`src/hdl/aeg_pkg.sv`:
```
// Shared constants and types for the ADSR envelope gain block
`timescale 1ns / 1ps

package aeg_pkg;

  localparam int unsigned LEVEL_W   = 16;
  localparam int unsigned QUO_W     = 16;
  localparam int unsigned GAIN_FRAC = 15;
  localparam int unsigned CFG_IDX_W = 3;

  localparam logic [LEVEL_W-1:0] UNITY_GAIN = 16'h8000;

  typedef enum logic [CFG_IDX_W-1:0] {
    CFG_ATTACK_LEN    = 3'd0,
    CFG_ATTACK_LEVEL  = 3'd1,
    CFG_DECAY_LEN     = 3'd2,
    CFG_SUSTAIN_LEVEL = 3'd3,
    CFG_RELEASE_LEN   = 3'd4,
    CFG_NOTE_LEN      = 3'd5
  } cfg_reg_e;

  function automatic logic [LEVEL_W-1:0] clamp_level(input logic [LEVEL_W-1:0] v);
    clamp_level = (v > UNITY_GAIN) ? UNITY_GAIN : v;
  endfunction

endpackage

```
`src/hdl/adsr_envelope_gain.sv`:
```
// Ramp samples pass through load, multiply, a 16-step divide, gain, scale and output;
// sustain and past-end samples skip the divide. The back end takes one sample at a time
// (ramps share the 16-step restoring divider) and loads the next only after the last
// enters the output register, once that is free or popped. A two-entry queue buffers
// the front end. Reset: asynchronous; clears the sample index, the queue and the output
// valid flag, and returns lengths to 0, levels to unity and the note length to 1.
`timescale 1ns / 1ps

module adsr_envelope_gain #(
  parameter int unsigned COUNT_WIDTH  = 24,
  parameter int unsigned SAMPLE_WIDTH = 16
) (
  input  logic                             clk_i,
  input  logic                             rst_ni,
  input  logic                             push,
  output logic                             full,
  input  logic signed [SAMPLE_WIDTH-1:0]   sample_in_i,
  input  logic                             start_req_i,
  output logic                             empty,
  input  logic                             pop,
  output logic signed [SAMPLE_WIDTH-1:0]   sample_out_o,
  output logic [aeg_pkg::LEVEL_W-1:0]      gain_o,
  output logic                             last_o,
  output logic                             past_end_o,
  input  logic                             cfg_we_i,
  input  logic [aeg_pkg::CFG_IDX_W-1:0]    cfg_idx_i,
  input  logic [COUNT_WIDTH:0]             cfg_wdata_i
);

  localparam int unsigned LW      = aeg_pkg::LEVEL_W;
  localparam int unsigned ENTRY_W = SAMPLE_WIDTH + 4 + 2 * LW + 2 * COUNT_WIDTH;

  logic [COUNT_WIDTH-1:0] attack_len_q, decay_len_q, release_len_q;
  logic [LW-1:0]          attack_level_q, sustain_level_q;
  logic [COUNT_WIDTH:0]   note_len_q;

  logic               q_push, q_full, q_pop, q_empty;
  logic [ENTRY_W-1:0] q_wdata, q_rdata;

  always_ff @(posedge clk_i or negedge rst_ni) begin
    if (!rst_ni) begin
      attack_len_q    <= '0;
      attack_level_q  <= aeg_pkg::UNITY_GAIN;
      decay_len_q     <= '0;
      sustain_level_q <= aeg_pkg::UNITY_GAIN;
      release_len_q   <= '0;
      note_len_q      <= (COUNT_WIDTH + 1)'(1);
    end else if (cfg_we_i) begin
      case (cfg_idx_i)
        aeg_pkg::CFG_ATTACK_LEN:    attack_len_q    <= cfg_wdata_i[COUNT_WIDTH-1:0];
        aeg_pkg::CFG_ATTACK_LEVEL:  attack_level_q  <= cfg_wdata_i[LW-1:0];
        aeg_pkg::CFG_DECAY_LEN:     decay_len_q     <= cfg_wdata_i[COUNT_WIDTH-1:0];
        aeg_pkg::CFG_SUSTAIN_LEVEL: sustain_level_q <= cfg_wdata_i[LW-1:0];
        aeg_pkg::CFG_RELEASE_LEN:   release_len_q   <= cfg_wdata_i[COUNT_WIDTH-1:0];
        aeg_pkg::CFG_NOTE_LEN:      note_len_q      <= cfg_wdata_i;
        default: ;
      endcase
    end
  end

  aeg_front #(
    .COUNT_WIDTH (COUNT_WIDTH),
    .SAMPLE_WIDTH(SAMPLE_WIDTH),
    .ENTRY_W     (ENTRY_W)
  ) u_front (
    .clk_i          (clk_i),
    .rst_ni         (rst_ni),
    .push           (push),
    .full           (full),
    .sample_in_i    (sample_in_i),
    .start_req_i    (start_req_i),
    .attack_len_i   (attack_len_q),
    .attack_level_i (attack_level_q),
    .decay_len_i    (decay_len_q),
    .sustain_level_i(sustain_level_q),
    .release_len_i  (release_len_q),
    .note_len_i     (note_len_q),
    .q_push_o       (q_push),
    .q_data_o       (q_wdata),
    .q_full_i       (q_full)
  );

  aeg_queue #(
    .WIDTH(ENTRY_W)
  ) u_queue (
    .clk_i  (clk_i),
    .rst_ni (rst_ni),
    .push_i (q_push),
    .data_i (q_wdata),
    .full_o (q_full),
    .pop_i  (q_pop),
    .data_o (q_rdata),
    .empty_o(q_empty)
  );

  aeg_back #(
    .COUNT_WIDTH (COUNT_WIDTH),
    .SAMPLE_WIDTH(SAMPLE_WIDTH),
    .ENTRY_W     (ENTRY_W)
  ) u_back (
    .clk_i       (clk_i),
    .rst_ni      (rst_ni),
    .q_data_i    (q_rdata),
    .q_empty_i   (q_empty),
    .q_pop_o     (q_pop),
    .empty       (empty),
    .pop         (pop),
    .sample_out_o(sample_out_o),
    .gain_o      (gain_o),
    .last_o      (last_o),
    .past_end_o  (past_end_o)
  );

endmodule

```
`src/hdl/aeg_front.sv`:
```
// Front end: sample index tracking and envelope phase classification
`timescale 1ns / 1ps

module aeg_front #(
  parameter int unsigned COUNT_WIDTH  = 24,
  parameter int unsigned SAMPLE_WIDTH = 16,
  parameter int unsigned ENTRY_W      = SAMPLE_WIDTH + 4 + 2 * aeg_pkg::LEVEL_W
                                        + 2 * COUNT_WIDTH
) (
  input  logic                                clk_i,
  input  logic                                rst_ni,
  input  logic                                push,
  output logic                                full,
  input  logic signed [SAMPLE_WIDTH-1:0]      sample_in_i,
  input  logic                                start_req_i,
  input  logic [COUNT_WIDTH-1:0]              attack_len_i,
  input  logic [aeg_pkg::LEVEL_W-1:0]         attack_level_i,
  input  logic [COUNT_WIDTH-1:0]              decay_len_i,
  input  logic [aeg_pkg::LEVEL_W-1:0]         sustain_level_i,
  input  logic [COUNT_WIDTH-1:0]              release_len_i,
  input  logic [COUNT_WIDTH:0]                note_len_i,
  output logic                                q_push_o,
  output logic [ENTRY_W-1:0]                  q_data_o,
  input  logic                                q_full_i
);

  localparam int unsigned IW = COUNT_WIDTH + 1;

  typedef struct packed {
    logic signed [SAMPLE_WIDTH-1:0] sample;
    logic                           last;
    logic                           past_end;
    logic                           use_div;
    logic                           sub;
    logic [aeg_pkg::LEVEL_W-1:0]    base;
    logic [aeg_pkg::LEVEL_W-1:0]    mul_a;
    logic [COUNT_WIDTH-1:0]         mul_b;
    logic [COUNT_WIDTH-1:0]         divisor;
  } entry_t;

  logic [IW-1:0]               idx_q, idx_d;
  logic [IW-1:0]               cur;
  logic                        accept;
  logic                        past, in_rel, in_att, in_dec;
  logic [IW:0]                 rel_sum;
  logic [IW-1:0]               dec_end;
  logic [aeg_pkg::LEVEL_W-1:0] al, sl;
  entry_t                      ent;

  assign accept   = push && !q_full_i;
  assign full     = q_full_i;
  assign q_push_o = accept;

  assign cur   = start_req_i ? '0 : idx_q;
  assign idx_d = (cur != {IW{1'b1}}) ? cur + IW'(1) : cur;

  assign al = aeg_pkg::clamp_level(attack_level_i);
  assign sl = aeg_pkg::clamp_level(sustain_level_i);

  assign past    = cur >= note_len_i;
  assign rel_sum = {1'b0, cur} + {2'b00, release_len_i};
  assign in_rel  = (release_len_i != '0) && (rel_sum >= {1'b0, note_len_i}) && !past;
  assign in_att  = cur < {1'b0, attack_len_i};
  assign dec_end = {1'b0, attack_len_i} + {1'b0, decay_len_i};
  assign in_dec  = cur < dec_end;

  always_comb begin
    ent          = '0;
    ent.sample   = sample_in_i;
    ent.past_end = past;
    ent.last     = !past && (cur == note_len_i - IW'(1));
    if (past) begin
      ent.base = '0;
    end else if (in_rel) begin
      ent.use_div = 1'b1;
      ent.mul_a   = sl;
      ent.mul_b   = COUNT_WIDTH'(note_len_i - IW'(1) - cur);
      ent.divisor = release_len_i;
    end else if (in_att) begin
      ent.use_div = 1'b1;
      ent.mul_a   = al;
      ent.mul_b   = cur[COUNT_WIDTH-1:0];
      ent.divisor = attack_len_i;
    end else if (in_dec) begin
      ent.use_div = 1'b1;
      ent.base    = al;
      ent.sub     = sl < al;
      ent.mul_a   = (sl < al) ? al - sl : sl - al;
      ent.mul_b   = COUNT_WIDTH'(cur - {1'b0, attack_len_i});
      ent.divisor = decay_len_i;
    end else begin
      ent.base = sl;
    end
  end

  assign q_data_o = ent;

  always_ff @(posedge clk_i or negedge rst_ni) begin
    if (!rst_ni) begin
      idx_q <= '0;
    end else if (accept) begin
      idx_q <= idx_d;
    end
  end

endmodule

```
`src/hdl/aeg_queue.sv`:
```
// Two-entry queue between front and back end
`timescale 1ns / 1ps

module aeg_queue #(
  parameter int unsigned WIDTH = 8
) (
  input  logic             clk_i,
  input  logic             rst_ni,
  input  logic             push_i,
  input  logic [WIDTH-1:0] data_i,
  output logic             full_o,
  input  logic             pop_i,
  output logic [WIDTH-1:0] data_o,
  output logic             empty_o
);

  localparam int unsigned DEPTH = 2;

  logic [WIDTH-1:0] mem_q [DEPTH];
  logic             wr_ptr_q, rd_ptr_q;
  logic [1:0]       count_q;
  logic             do_push, do_pop;

  assign full_o  = count_q == 2'(DEPTH);
  assign empty_o = count_q == '0;
  assign do_push = push_i && !full_o;
  assign do_pop  = pop_i && !empty_o;
  assign data_o  = mem_q[rd_ptr_q];

  always_ff @(posedge clk_i) begin
    if (do_push) begin
      mem_q[wr_ptr_q] <= data_i;
    end
  end

  always_ff @(posedge clk_i or negedge rst_ni) begin
    if (!rst_ni) begin
      wr_ptr_q <= 1'b0;
      rd_ptr_q <= 1'b0;
      count_q  <= '0;
    end else begin
      if (do_push) wr_ptr_q <= !wr_ptr_q;
      if (do_pop)  rd_ptr_q <= !rd_ptr_q;
      case ({do_push, do_pop})
        2'b10:   count_q <= count_q + 2'd1;
        2'b01:   count_q <= count_q - 2'd1;
        default: count_q <= count_q;
      endcase
    end
  end

endmodule

```
`src/hdl/aeg_back.sv`:
```
// Back end: ramp multiply, 16-step divider, gain apply and output register
`timescale 1ns / 1ps

module aeg_back #(
  parameter int unsigned COUNT_WIDTH  = 24,
  parameter int unsigned SAMPLE_WIDTH = 16,
  parameter int unsigned ENTRY_W      = SAMPLE_WIDTH + 4 + 2 * aeg_pkg::LEVEL_W
                                        + 2 * COUNT_WIDTH
) (
  input  logic                           clk_i,
  input  logic                           rst_ni,
  input  logic [ENTRY_W-1:0]             q_data_i,
  input  logic                           q_empty_i,
  output logic                           q_pop_o,
  output logic                           empty,
  input  logic                           pop,
  output logic signed [SAMPLE_WIDTH-1:0] sample_out_o,
  output logic [aeg_pkg::LEVEL_W-1:0]    gain_o,
  output logic                           last_o,
  output logic                           past_end_o
);

  localparam int unsigned LW    = aeg_pkg::LEVEL_W;
  localparam int unsigned QW    = aeg_pkg::QUO_W;
  localparam int unsigned CNT_W = $clog2(QW);
  localparam int unsigned PW    = SAMPLE_WIDTH + LW + 1;

  typedef struct packed {
    logic signed [SAMPLE_WIDTH-1:0] sample;
    logic                           last;
    logic                           past_end;
    logic                           use_div;
    logic                           sub;
    logic [LW-1:0]                  base;
    logic [LW-1:0]                  mul_a;
    logic [COUNT_WIDTH-1:0]         mul_b;
    logic [COUNT_WIDTH-1:0]         divisor;
  } entry_t;

  typedef enum logic [5:0] {
    ST_IDLE  = 6'b000001,
    ST_MUL   = 6'b000010,
    ST_DIV   = 6'b000100,
    ST_GAIN  = 6'b001000,
    ST_SCALE = 6'b010000,
    ST_DONE  = 6'b100000
  } state_e;

  state_e                 state_q, state_d;
  entry_t                 ent_q;
  logic [COUNT_WIDTH-1:0] rem_q;
  logic [QW-1:0]          quo_q;
  logic [CNT_W-1:0]       cnt_q;
  logic [LW-1:0]          gain_q;
  logic signed [PW-1:0]   prod_q;
  logic                   out_valid_q;

  logic [LW+COUNT_WIDTH-1:0] ramp_prod;
  logic [COUNT_WIDTH:0]      trial;
  logic                      quo_bit;
  logic                      load_out;

  assign ramp_prod = ent_q.mul_a * ent_q.mul_b;
  assign trial     = {rem_q, quo_q[QW-1]} - {1'b0, ent_q.divisor};
  assign quo_bit   = !trial[COUNT_WIDTH];
  assign load_out  = (state_q == ST_DONE) && (!out_valid_q || pop);
  assign q_pop_o   = (state_q == ST_IDLE) && !q_empty_i;

  always_comb begin
    state_d = state_q;
    unique case (state_q)
      ST_IDLE:  if (!q_empty_i) state_d = ST_MUL;
      ST_MUL:   state_d = ent_q.use_div ? ST_DIV : ST_GAIN;
      ST_DIV:   if (cnt_q == CNT_W'(QW - 1)) state_d = ST_GAIN;
      ST_GAIN:  state_d = ST_SCALE;
      ST_SCALE: state_d = ST_DONE;
      ST_DONE:  if (load_out) state_d = ST_IDLE;
      default:  state_d = ST_IDLE;
    endcase
  end

  always_ff @(posedge clk_i or negedge rst_ni) begin
    if (!rst_ni) begin
      state_q     <= ST_IDLE;
      out_valid_q <= 1'b0;
    end else begin
      state_q <= state_d;
      if (load_out) begin
        out_valid_q <= 1'b1;
      end else if (pop) begin
        out_valid_q <= 1'b0;
      end
    end
  end

  always_ff @(posedge clk_i) begin
    if (q_pop_o) begin
      ent_q <= q_data_i;
    end
    if (state_q == ST_MUL) begin
      rem_q <= ramp_prod[LW+COUNT_WIDTH-1:QW];
      quo_q <= ramp_prod[QW-1:0];
      cnt_q <= '0;
    end
    if (state_q == ST_DIV) begin
      rem_q <= quo_bit ? trial[COUNT_WIDTH-1:0] : {rem_q[COUNT_WIDTH-2:0], quo_q[QW-1]};
      quo_q <= {quo_q[QW-2:0], quo_bit};
      cnt_q <= cnt_q + CNT_W'(1);
    end
    if (state_q == ST_GAIN) begin
      if (!ent_q.use_div) begin
        gain_q <= ent_q.base;
      end else if (ent_q.sub) begin
        gain_q <= ent_q.base - quo_q;
      end else begin
        gain_q <= ent_q.base + quo_q;
      end
    end
    if (state_q == ST_SCALE) begin
      prod_q <= ent_q.sample * $signed({1'b0, gain_q});
    end
    if (load_out) begin
      sample_out_o <= prod_q[aeg_pkg::GAIN_FRAC +: SAMPLE_WIDTH];
      gain_o       <= gain_q;
      last_o       <= ent_q.last;
      past_end_o   <= ent_q.past_end;
    end
  end

  assign empty = !out_valid_q;

endmodule

```
`config.mk`:
```
export PLATFORM = sky130hd
export DESIGN_NAME = adsr_envelope_gain
export DESIGN_NICKNAME = d
export VERILOG_FILES = /design/src/hdl/aeg_pkg.sv /design/src/hdl/adsr_envelope_gain.sv /design/src/hdl/aeg_front.sv /design/src/hdl/aeg_queue.sv /design/src/hdl/aeg_back.sv
export SDC_FILE = /design/constraint.sdc
export NUM_CORES = 2
export LEC_CHECK = 0
export ABC_AREA = 1
export BUFFER_PORTS_ARGS = -buffer_cell sky130_fd_sc_hd__buf_2
export CORE_MARGIN = 2
export CORE_UTILIZATION = 56
export CTS_BUF_LIST = sky130_fd_sc_hd__clkbuf_4 sky130_fd_sc_hd__clkbuf_8
export CTS_CLUSTER_SIZE = 16
export DETAILED_ROUTE_END_ITERATION = 10
export GPL_ROUTABILITY_DRIVEN = 0
export PLACE_DENSITY = 0.72
export SETUP_SLACK_MARGIN = 0.15
export SLEW_MARGIN = 10
export SYNTH_ARGS = -nofsm -noshare
export SYNTH_HDL_FRONTEND = slang
export SYNTH_HIERARCHICAL = 1
export SYNTH_SLANG_ARGS = --single-unit
```
`constraint.sdc`:
```
create_clock -name clk_i -period 8.35 [get_ports clk_i]
set_input_delay 0.4175 -clock clk_i [delete_from_list [all_inputs] [get_ports clk_i]]
set_output_delay 0.4175 -clock clk_i [all_outputs]
set_load 0.02 [all_outputs]
```
==> reports/qor.yml <==
cts_tree: "built"
postCtsResizedCells: 0
nets: 8599
grt_overflow: 0
synth-async-reset-ratio_pct: 28.7
max-cap-violations: 0
postSynthCellCount: 7592
grt_pass1_vias: 50300
core_area_um2: 104000
rrSetupSlack_ns: 1.83
io_buffers: 85
crit_family: "adder cells"
arrival_ns: 7.02
area_delta_synth_final_pct: 6.45
worstSetupEndpointType: "flip-flop"
ff_latch_area_um2: 16400
slew_headroom_pct: 20.7
fmax_mhz: 153
finalCritPeriodShare_pct: 78.1
critPathKind: "reg2reg"
path_max_fanout: 16
postCtsSetupBuffers: 0
hold_viol_final: 0
outcome: "completed"
clockBufferDepth: 3
synth_edf_count: 410
yosys_warnings: 6
tns_ns: 0
yosys.cell_types.count: 65
fin_crit_ns: 6.52
die_x_um: 327
ff2ff_path_depth: 23
path_depth: 23
synth_area_per_cell_um2: 7.72
slew_viol_final: 0
clk_latency_ns: 0.80
critPathBufInv: 5
row_count: 118
grt_util_all_layers_pct: 31.9
numCtsBuffers: 101
die_h_um: 327
skew_ns: 0.0686
required_ns: 8.85
routed_wl_mm: 169
grt_max_degree: 90
final_antenna_net_count: 0
drive_gt1_share_pct: 5.85
wl_per_cell_um: 18.7
crit_path_start: "u_back/ent_q[57]"
n_fill_cell: 9300
critPathMostFrequentCell: "nand2_1"
multi_input_area_um2: 35300
reg2reg_from: "u_back/ent_q[57]"
htreeDepth: 3
cts.sinks: 575
synth_seq_area_share_pct: 28.1
synth_fp_nets: 8581
whs_ns: 0.0587
ioPinCount: 86
drtIter0Drc: 5256
critPathMaxStageDelay_ns: 0.89
die_area_um2: 107000
crit_end: "u_back/rem_q[20]"
drc: 0
rsz0062_at_grt: "no"
r2r-end: "u_back/rem_q[20]"
syn-cell-area_um2: 58600
crit_chain: "buf_4, nand2_1, fa_1, inv_1, fa_1, fa_1, fa_1, fa_1, inv_1, fa_1, inv_1, ha_1, nand2_1, nor2_1, inv_1, nor3_1, nand2_1, nand2_1, nand2_1, nand2_1, nand2_1, nand3_1, nand2_1"
viasPerCell: 5.55
min_path_type: "in2reg"
antenna_found_initial: 3
worst_setup_path_start_kind: "flip-flop"
vias: 50400
place_hpwl_mm: 131
setup_violations: 0
worst_path_max_delay_cell: "edfxtp_1"
ys.flop_type: "edfxtp_1"
synth-seq-cells: 575
first_pass_iters: 7
grt_pass1_wl_mm: 269
start_util_pct: 56.5
clk_pin_slew_ns: 0.05
tightest_slew_ns: 1.19
root_buffer: "clkbuf_8"
worst register-to-register path, stage by stage, from the launching register on:
cell      delay (ns)
edfxtp_1        0.89
buf_4           0.36
nand2_1         0.11
fa_1            0.60
inv_1           0.07
fa_1            0.53
fa_1            0.44
fa_1            0.52
fa_1            0.55
inv_1           0.06
fa_1            0.53
inv_1           0.05
ha_1            0.41
nand2_1         0.11
nor2_1          0.13
inv_1           0.11
nor3_1          0.20
nand2_1         0.08
nand2_1         0.16
nand2_1         0.13
nand2_1         0.08
nand2_1         0.05
nand3_1         0.07
nand2_1         0.06
cells in the final DEF (no fill, tap or decap), types with 160 or more instances in the layout:
cell         n
nand2_1   2400
inv_1     1465
fa_1       507
ha_1       432
edfxtp_1   410
nand3_1    390
nor2_1     376
a21oi_1    347
o21ai_0    208
dfrtp_1    160
routing by layer:
metal  track usage [%]  up-vias  routed length, um
met5                 0        -                 32
met4              15.2        4               8790
met3              5.15      524              14800
met2              52.5     2428              78700
met1              41.3    23800              66800
li1                  -    23600                  -
cell type report:
| class | instances | share of cell area [%] |
|---|---|---|
| sequential | 575 | 26.4 |
| inverter | 1486 | 8.95 |
| clock inverter | 37 | 0.570 |
| multi-input combinational | 5275 | 56.6 |
| antenna | 1 | 0.00401 |
| tap | 1380 | 2.77 |
| timing repair buffer | 171 | 1.88 |
| clock buffer | 143 | 2.82 |
cells by family (layout without fill, tap and decap cells):
logic type	after synthesis	after routing	share of synthesized area (%)
XOR/XNOR	171	171	2.56
AND/OR/NAND/NOR	3471	3471	24.6
other	0	1	0
flip-flops	575	575	28.1
adder cells (fa/ha/maj)	939	939	26.6
buffers and inverters	1742	1837	11.7
AO/OA/AOI/OAI	694	694	6.48
registers in the layout, indices dropped and copies added, names as in the netlist, 2 cells and up:
signal               count
u_queue/mem_q          200
u_back/ent_q           100
note_len_q              25
u_front/idx_q           25
attack_len_q            24
decay_len_q             24
release_len_q           24
u_back/rem_q            24
attack_level_q          16
sustain_level_q         16
u_back/gain_o           16
u_back/gain_q           16
u_back/prod_q           16
u_back/quo_q            16
u_back/sample_out_o     16
u_back/state_q           6
u_back/cnt_q             4
u_queue/count_q          2
how the worst min path moves through the flow:
stage	startpoint	to	slack, ns	cells after the start
2_1_floorplan	rst_ni	attack_len_q[0]	0.12	0
3_3_place_gp	rst_ni	release_len_q[18]	0.40	1
3_5_place_dp	rst_ni	release_len_q[18]	0.40	1
4_1_cts	cfg_wdata_i[13]	sustain_level_q[13]	0.01	3
5_1_grt	cfg_wdata_i[13]	sustain_level_q[13]	0.04	3
6_report	cfg_wdata_i[13]	sustain_level_q[13]	0.06	3
Yosys cell counts (14+ instances only):
| cell type | number | area, um^2 |
|---|---|---|
| xnor2_1 | 47 | 412 |
| clkbuf_1 | 161 | 604 |
| nor2_2 | 15 | 93.8 |
| edfxtp_1 | 410 | 12300 |
| fa_1 | 507 | 10100 |
| o21ai_1 | 14 | 70.1 |
| inv_2 | 18 | 67.6 |
| nor3_1 | 70 | 350 |
| buf_2 | 40 | 200 |
| a21o_1 | 18 | 135 |
| buf_4 | 33 | 248 |
| nand3b_1 | 18 | 135 |
| nor4_1 | 27 | 169 |
| nor2_1 | 379 | 1420 |
| o21bai_1 | 18 | 135 |
| a31oi_1 | 17 | 106 |
| nand4_1 | 60 | 375 |
| o21a_1 | 21 | 158 |
| a21oi_1 | 347 | 1740 |
| or2_2 | 32 | 200 |
| ha_1 | 432 | 5410 |
| nand3_1 | 390 | 1950 |
| xor2_1 | 124 | 1090 |
| inv_1 | 1466 | 5500 |
| nand2_2 | 28 | 175 |
| o21ai_0 | 208 | 1040 |
| dfrtp_1 | 161 | 4030 |
| nand2_1 | 2401 | 9010 |
| buf_6 | 18 | 203 |
through the flow:
stage / instances / util, % / cell area [um^2] / worst slack, ns
2_1_floorplan: 7592 / - / 58600 / 2.25
3_3_place_gp: 8848 / 57.7 / 59800 / 2.00
3_5_place_dp: 8848 / 57.7 / 59800 / 1.88
4_1_cts: 9067 / 60.2 / 62400 / 1.90
5_1_grt: 9068 / 60.2 / 62400 / 1.45
6_report: 9068 / 60.2 / 62400 / 1.83
what timing repair did:
item	in CTS	in global routing
hold endpoints to repair	174	0
setup endpoints to repair	0	0
hold buffers	39	0
Power is not shown: default switching activity piles up to over one toggle a cycle in this logic, so the estimate is an artifact.
